===== src/rtl/core/conv3x3_image_filter_unit_assert.svh =====
// Assertion macros used by the filter control module.
// Each macro expects clk and arst_n in the scope where it is used.
`ifndef CONV3X3_IMAGE_FILTER_UNIT_ASSERT_SVH
`define CONV3X3_IMAGE_FILTER_UNIT_ASSERT_SVH

// Condition that must hold at every clock edge outside reset.
`define C3F_ASSERT_ALWAYS(label, cond, msg) \
	label: assert property (@(posedge clk) disable iff (!arst_n) (cond)) else $error(msg);

// Consequence that must hold in the cycle after the antecedent.
`define C3F_ASSERT_NEXT(label, ante, cons, msg) \
	label: assert property (@(posedge clk) disable iff (!arst_n) (ante) |=> (cons)) else $error(msg);

`endif


===== src/rtl/core/c3f_pkg.sv =====
`default_nettype none
package c3f_pkg;

	// Image geometry limits.
	localparam int MAX_WIDTH  = 1024;
	localparam int MAX_HEIGHT = 4096;
	localparam int COL_BITS   = $clog2(MAX_WIDTH);
	localparam int W_BITS     = 11;
	localparam int H_BITS     = 13;
	// Rows run on to height plus one while the last row is flushed out.
	localparam int ROW_BITS   = H_BITS;

	// Pixel and arithmetic formats.
	localparam int PIX_LANES      = 3;
	localparam int CHANNELS       = 3;
	localparam int SAMPLE_BITS    = 8;
	localparam int PIX_BITS       = PIX_LANES * SAMPLE_BITS;
	localparam int COEF_BITS      = 20;
	localparam int COEF_FRAC_BITS = 8;
	localparam int KROW_BITS      = 3 * COEF_BITS;
	localparam int PROD_BITS      = COEF_BITS + SAMPLE_BITS;
	localparam int ACC_BITS       = PROD_BITS + 4;

	// Configuration register indexes.
	localparam int CFG_IDX_BITS = 3;
	localparam logic [CFG_IDX_BITS-1:0] REG_KERNEL_TOP = 3'd0;
	localparam logic [CFG_IDX_BITS-1:0] REG_KERNEL_MID = 3'd1;
	localparam logic [CFG_IDX_BITS-1:0] REG_KERNEL_BOT = 3'd2;
	localparam logic [CFG_IDX_BITS-1:0] REG_WIDTH      = 3'd3;
	localparam logic [CFG_IDX_BITS-1:0] REG_HEIGHT     = 3'd4;

	typedef logic [PIX_BITS-1:0] pix_t;
	// Window taps indexed [row][column]; column 2 is the newest.
	typedef logic [2:0][2:0][PIX_BITS-1:0] win_t;
	// Kernel rows indexed [row].
	typedef logic [2:0][KROW_BITS-1:0] kern_t;

	// Position flags of one item as it enters the window stage.
	typedef struct packed {
		logic act;
		logic emit;
		logic top_ok;
		logic bot_ok;
		logic left_ok;
		logic right_ok;
		logic row_end;
		logic frame_end;
	} pos_t;

	// Signed coefficient at kernel row kr, column kc.
	function automatic logic signed [COEF_BITS-1:0] coef(input kern_t kern, input int kr,
			input int kc);
		coef = $signed(kern[kr][COEF_BITS*kc +: COEF_BITS]);
	endfunction

endpackage
`default_nettype wire


===== src/rtl/core/c3f_ctrl.sv =====
`default_nettype none
`include "conv3x3_image_filter_unit_assert.svh"
module c3f_ctrl (
	input  logic                         clk,
	input  logic                         arst_n,
	input  logic                         en,
	input  logic                         accept,
	input  logic                         kind,
	input  logic                         restart,
	input  logic [c3f_pkg::W_BITS-1:0]   w,
	input  logic [c3f_pkg::H_BITS-1:0]   h,
	output logic                         take,
	output logic                         keep,
	output logic [c3f_pkg::COL_BITS-1:0] x,
	output c3f_pkg::pos_t                pos_s1
);
	import c3f_pkg::*;

	logic [COL_BITS-1:0] col_q;
	logic [ROW_BITS-1:0] row_q;
	logic [ROW_BITS-1:0] orow;
	logic [W_BITS-1:0]   col_inc;
	logic                in_frame;
	logic                col_is0;
	logic                emit;
	logic                top_ok;
	logic                bot_ok;
	logic                left_ok;
	logic                right_ok;
	logic                row_end;
	logic                frame_end;
	logic                wrap;

	// A flush inside the frame does nothing; anything past the frame pushes zeros.
	assign in_frame = row_q < h;
	assign take     = accept && (!in_frame || !kind);
	assign keep     = in_frame && !kind;
	assign x        = col_q;

	// Position of the output pixel whose window completes with this word.
	assign col_is0   = (col_q == '0);
	assign emit      = (row_q >= ROW_BITS'(2)) || ((row_q == ROW_BITS'(1)) && !col_is0);
	assign orow      = row_q - (col_is0 ? ROW_BITS'(2) : ROW_BITS'(1));
	assign top_ok    = (orow != '0);
	assign bot_ok    = (orow != (h - H_BITS'(1)));
	assign left_ok   = col_is0 ? (w != W_BITS'(1)) : (col_q != COL_BITS'(1));
	assign right_ok  = !col_is0;
	assign row_end   = emit && !right_ok;
	assign frame_end = row_end && !bot_ok;

	assign col_inc = W_BITS'(col_q) + W_BITS'(1);
	assign wrap    = (col_inc >= w);

	// Raster counters.
	always_ff @(posedge clk or negedge arst_n) begin
		if (!arst_n) begin
			col_q <= '0;
			row_q <= '0;
		end else if (restart) begin
			col_q <= '0;
			row_q <= '0;
		end else if (take) begin
			if (frame_end) begin
				col_q <= '0;
				row_q <= '0;
			end else if (wrap) begin
				col_q <= '0;
				row_q <= row_q + ROW_BITS'(1);
			end else begin
				col_q <= col_inc[COL_BITS-1:0];
			end
		end
	end

	// Flags travel with the word into the window stage.
	always_ff @(posedge clk or negedge arst_n) begin
		if (!arst_n) begin
			pos_s1 <= '0;
		end else if (en) begin
			pos_s1.act       <= take;
			pos_s1.emit      <= take && emit;
			pos_s1.top_ok    <= top_ok;
			pos_s1.bot_ok    <= bot_ok;
			pos_s1.left_ok   <= left_ok;
			pos_s1.right_ok  <= right_ok;
			pos_s1.row_end   <= take && row_end;
			pos_s1.frame_end <= take && frame_end;
		end
	end

	`C3F_ASSERT_ALWAYS(a_col_in_row, W_BITS'(col_q) < w, "column count reached the row width")
	`C3F_ASSERT_ALWAYS(a_row_bound, (ROW_BITS+1)'(row_q) <= ((ROW_BITS+1)'(h) + (ROW_BITS+1)'(1)), "row count ran past the flush rows")
	`C3F_ASSERT_NEXT(a_restart_clears, restart, (col_q == '0) && (row_q == '0), "size write did not restart the frame")

endmodule
`default_nettype wire


===== config.mk =====
export PLATFORM = sky130hd
export DESIGN_NAME = c3f_ctrl
export DESIGN_NICKNAME = d
export VERILOG_FILES = /design/src/rtl/core/c3f_pkg.sv /design/src/rtl/core/c3f_ctrl.sv
export VERILOG_INCLUDE_DIRS = /design/src /design/src/rtl/core
export SDC_FILE = /design/constraint.sdc
export NUM_CORES = 1
export LEC_CHECK = 0
export BUFFER_PORTS_ARGS = -buffer_cell sky130_fd_sc_hd__buf_2
export CAP_MARGIN = 20
export CORE_ASPECT_RATIO = 2
export CORE_MARGIN = 2
export CORE_UTILIZATION = 45
export DETAILED_ROUTE_END_ITERATION = 6
export PLACE_DENSITY_LB_ADDON = 0.2
export SLEW_MARGIN = 0
export SYNTH_ARGS = -nofsm -noshare
export SYNTH_HDL_FRONTEND = slang
export SYNTH_SLANG_ARGS = --single-unit

===== constraint.sdc =====
create_clock -name clk -period 4.3 [get_ports clk]
set_input_delay 0.215 -clock clk [delete_from_list [all_inputs] [get_ports clk]]
set_output_delay 0.215 -clock clk [all_outputs]
set_load 0.03 [all_outputs]

==> results of run 1 <==
## what timing repair did
item	in CTS	in global routing
hold buffers	0	0
setup buffers	0	2
resized for setup	0	2
endpoints found under the setup margin	0	16
## layout make-up
type	instances	area [sq um]	share of cell area, %
clock buffers	6	139	3.68
clock inverters	1	5.00	0.133
inverters	36	135	3.58
multi-input cells	319	2290	60.5
flip-flops and latches	31	776	20.5
well taps	92	115	3.05
repair buffers	59	320	8.48
## critical path: stages (launching register included)
cell,delay (ps)
dfrtp_1,430
or4_1,550
nor2_2,200
nand2_2,140
fa_1,480
or3_1,490
or3_1,420
nand3_1,90
and4b_1,220
and3_1,190
nand4_1,200
o21a_1,290
a32o_1,280
## stage by stage
step	instances	worst slack, ps	hold WS, ps	instance area, sq um
after floorplan	400	326	-80.6	3260
after global placement	535	177	308	3610
after detailed placement	535	76.6	307	3610
after CTS	542	58.2	18.8	3760
after global routing	544	49.8	42.1	3780
final	544	220	-7.60	3780
## flip-flops by register name (all words and copies together) (netlist names)
| signal | count |
|---|---|
| pos_s1 | 8 |
| x | 10 |
| row_q | 13 |
## report_power, final
part | switching, uW | leakage (uW) | internal, uW | total, uW
Clock | 114 | 0.0000727 | 225 | 339
Combinational | 145 | 0.00136 | 93.0 | 238
Sequential | 2.75 | 0.000413 | 297 | 300
## routing by layer
metal	GRT usage, %	share of wire [%]	vias up
met5	0	0	-
met4	4.38	1.9	0
met3	3.25	2.8	16
met2	38.2	51	78
met1	29.8	45	1463
li1	-	-	1568
## worst min-delay path by stage
stage | to | slack [ps] | cells after the start
CTS | pos_s1[3] | 20 | 1
global placement | pos_s1[3] | 310 | 1
floorplan | pos_s1[0] | -80 | 0
detailed placement | pos_s1[3] | 310 | 1
finish | pos_s1[7] | -8 | 1
global route | pos_s1[7] | 40 | 1
## cell usage after synthesis (9+ instances only)
library cell | instances | share of area [%]
clkbuf_1 | 9 | 1.0
xor2_1 | 10 | 2.7
nor2_1 | 26 | 3.0
xnor2_1 | 24 | 6.4
nand4_1 | 9 | 1.7
nand2_1 | 38 | 4.4
ha_1 | 31 | 12
dfrtp_1 | 31 | 24
o21ai_0 | 17 | 2.6
nor3_1 | 12 | 1.8
inv_1 | 36 | 4.1
a21oi_1 | 14 | 2.1
nand3_1 | 18 | 2.8
## cells by family (layout without fill, tap and decap cells)
logic type / count (synthesis) / in the layout
fa+ha+maj: 32 / 32
compound gates: 87 / 87
xor+xnor: 34 / 34
mux: 4 / 4
simple gates: 162 / 162
buf+inv: 50 / 102
flops: 31 / 31
==> results.yml, run 1 <==
outcome:
  outcome: "finished with violations"
  violations: "negative hold slack"
sta:
  worst_pin_slew_ps: 924
  drv_slew: 0
  setup_viol: 0
  fin_crit_sh_pct: 94.9
  fin_crit_ps: 4080
  fin_tns_setup_ps: 0
  skew_ps: 3.45
  rsz0062_at_grt: "false"
  relSlewSlack_pct: 37.9
  whs_ps: -7.60
  hold_viol_final: 16
  max_freq_mhz: 245
power:
  total_power_uw: 877
  worst_ir_drop_vdd_v: 0.000310
  powerDensity_nw_per_um2: 232
  p_leak_uw: 0.00184
place:
  port_buffers: 49
  place.gp.congestion: 0.874
  hpwl_um: 6790
global_route:
  overflow: 0
  grt_use_total_pct: 22.4
  grt_max_degree: 32
  grt_pass1_wl_um: 14500
  antenna_found_initial: 0
  grt_pass1_vias: 3024
critical_path:
  endpoint_kind: "flop"
  r2r_setup_slack_ps: 220
  worstPathArrival_ps: 4230
  crit_path_end: "row_q[5]"
  critPathKind: "flop to flop"
  critPathMaxFanout: 6
  cp-startpoint: "x[7]"
  rr_startpoint: "x[7]"
  cp.required_ps: 4450
  reg2reg_to: "row_q[5]"
  cp-start-kind: "flop"
  reg2reg_depth: 12
route:
  ant_nets: 0
  dr.pass1.iters: 4
  drt_iter0_markers: 232
  drt_wl_total_um: 8540
  drc_errors: 0
  via_per_inst: 5.74
  wire_per_inst_um: 15.7
  vias: 3125
yosys:
  synthArstFlopShare_pct: 100
  seq_area_frac_synth_pct: 23.8
  synth_fa_ha_area_share_pct: 12.5
  synth_top_family_by_area: "simple AND/OR/NAND/NOR gates"
  ys.warnings.count: 0
  postSynthCellCount: 400
  synth-seq-cells: 31
  synth_xor_area_share_pct: 9.13
  synthMuxAreaShare_pct: 1.38
  ys.flop_type: "dfrtp_1"
  synth_cell_type_count: 66
  syn_avg_cell_area_sq_um: 8.16
  synth-edff-count: 0
  syn_nets: 462
  synth_compound_area_share_pct: 18.8
  syn_area_sq_um: 3260
  yosys.area_share.simple_pct: 28.1
floorplan:
  core_area_sq_um: 7160
  die-area_sq_um: 7990
  start_util_pct: 45.6
  num_rows: 44
  die_w_um: 64.2
  io_pins: 50
  die_y_um: 124
clock_network:
  clk_pin_slew_ps: 50
  clkLatencyLatePin_ps: 270
  numCtsBuffers: 5
  cts_tree: "yes"
  htreeDepth: 2
  cts_root_buf: "clkbuf_16"
  clockBufferDepth: 2
  cts_sinks: 31
layout:
  drive_gt1_share_pct: 20.4
  areaGrowthSynthToFinish_pct: 15.7
  diodes: 0
  final_cell_mix: "buf_2 (49), nand2_1 (37), inv_1 (36), ha_1 (31), dfrtp_1 (31)"
  fillers: 697
  nets: 514
  utilization_pct: 52.8
  layout_commonest_cell: "buf_2"
min_path:
  hold_path_class: "primary input to async pin"
flow_run:
  cap_viol_max_count: 0
No activity file was read; power rests on OpenSTA's default activity.
==> run 2, diff against run 1 <==
--- a/config.mk
+++ b/config.mk
@@ -12,6 +12,7 @@
 export CORE_MARGIN = 2
 export CORE_UTILIZATION = 45
 export DETAILED_ROUTE_END_ITERATION = 6
+export HOLD_SLACK_MARGIN = 0.03
 export PLACE_DENSITY_LB_ADDON = 0.2
 export SLEW_MARGIN = 0
 export SYNTH_ARGS = -nofsm -noshare
==> run 2 against run 1 <==
The flow now finishes without violations. Critical path depth is the same. Sequential power is essentially flat. Maximum frequency shrank 0.12%. Global-route usage is the same. Routed wire length grew 0.68%.
==> results.yml, run 2 (synthesis results as in run 1) <==
critical_path:
  critPathKind: "flop to flop"
  critPathMaxFanout: 6
  endpoint_kind: "flop"
  cp-start-kind: "flop"
  worstPathArrival_ps: 4240
  cp.required_ps: 4450
place:
  hpwl_um: 6790
  port_buffers: 49
  place_inst: 535
  place.gp.congestion: 0.874
floorplan:
  die_w_um: 64.2
  io_pins: 50
  die_y_um: 124
  num_rows: 44
  start_util_pct: 45.6
  core_area_sq_um: 7160
  die-area_sq_um: 7990
sta:
  fin_crit_ps: 4080
  fin_tns_setup_ps: 0
  skew_ps: 4.61
  fin_crit_sh_pct: 95.0
  relSlewSlack_pct: 36.9
  worst_pin_slew_ps: 940
  rsz0062_at_grt: "false"
  setup_viol: 0
  hold_viol_final: 0
  drv_slew: 0
  max_freq_mhz: 245
layout:
  drive_gt1_share_pct: 20.3
  diodes: 0
  top_register: "row_q"
  nets: 515
  utilization_pct: 52.9
  final_cell_mix: "buf_2 (49), nand2_1 (37), inv_1 (36), ha_1 (31), dfrtp_1 (31)"
  areaGrowthSynthToFinish_pct: 16.0
  layout_commonest_cell: "buf_2"
  largest_reg_flops: 13
  fin_cells: 545
power:
  p_leak_uw: 0.00185
  powerDensity_nw_per_um2: 232
  p_sw_uw: 263
  total_power_uw: 879
  p_int_uw: 616
  power_frac_comb_pct: 27.1
  clockPowerShare_pct: 38.7
  worst_ir_drop_vdd_v: 0.000311
  seq_power_share_pct: 34.1
  switching_share_pct: 29.9
route:
  drt_iter0_markers: 231
  wire_per_inst_um: 15.8
  drc_errors: 0
  ant_nets: 0
  drt_wl_total_um: 8600
  via_per_inst: 5.75
  dr.pass1.iters: 4
  vias: 3134
flow_run:
  cap_viol_max_count: 0
global_route:
  overflow: 0
  grt_pass1_wl_um: 14500
  grt_max_degree: 32
  antenna_found_initial: 0
  grt_use_total_pct: 22.4
  grt_pass1_vias: 3024
outcome:
  outcome: "completed"
min_path:
  hold_path_class: "primary input to flop"
clock_network:
  cts_root_buf: "clkbuf_16"
  cts_tree: "yes"
  clkLatencyLatePin_ps: 270
  numCtsBuffers: 5
  clockBufferDepth: 2
  clk_pin_slew_ps: 50
  cts_sinks: 31
  htreeDepth: 2
[run 2: cell count changes in the layout (fill, tap and decap cells not counted), sizes merged]
cell,change
dlygate4sd3,+1
[run 2: what timing repair did]
action                                  4_1_cts  5_1_grt
hold buffers                                  1        0
gates resized for setup                       0        2
buffers inserted                              0        2
endpoints found under the hold margin        31        0
endpoints found under the setup margin        0       16
[run 2: metrics by stage]
stage / hold slack [ps] / worst slack (ps) / area, sq um
after global routing: 369 / 49.8 / 3790
after global placement: 308 / 177 / 3610
after floorplan: -80.6 / 326 / 3260
final: 353 / 215 / 3790
after detailed placement: 307 / 76.6 / 3610
after CTS: 351 / 58.2 / 3770
[run 2: routing by layer]
metal	GRT usage [%]	vias up	wire, um
li1	-	1570	-
met1	29.8	1477	3870
met2	38.2	71	4340
met3	3.25	16	235
met4	4.38	0	160
met5	0	-	0
[run 2: worst paths after layout]
kind	startpoint	to	slack [ps]	depth (start not counted)
min in group asynchronous	arst_n	pos_s1[7]	530	2
max in group asynchronous	arst_n	x[4]	3320	2
setup / recovery	x[7]	row_q[5]	220	12
setup reg to reg	x[7]	row_q[5]	220	12
hold / removal	en	pos_s1[1]	350	3
hold reg to reg	pos_s1[6]	pos_s1[6]	510	1
[run 2: layout make-up]
cell class / count / area, sq um
well taps: 92 / 115
inverters: 36 / 135
flip-flops and latches: 31 / 776
repair buffers: 60 / 330
clock buffers: 6 / 139
multi-input cells: 319 / 2290
fillers: 696 / 3370
clock inverters: 1 / 5.00
[run 2: critical path: stages, from the launching register on]
cell and delay (ps):
dfrtp_1 430, or4_1 550, nor2_2 200, nand2_2 140
fa_1 480, or3_1 490, or3_1 420, nand3_1 90
and4b_1 220, and3_1 190, nand4_1 200, o21a_1 290
a32o_1 280
[run 2: power groups by stage]
stage               combinational, uW  sequential, uW  clock (uW)
CTS                               237             300         348
floorplan                         153             317           0
detailed placement                235             305           0
global placement                  234             305           0
finish                            239             300         341
global route                      263             300         364
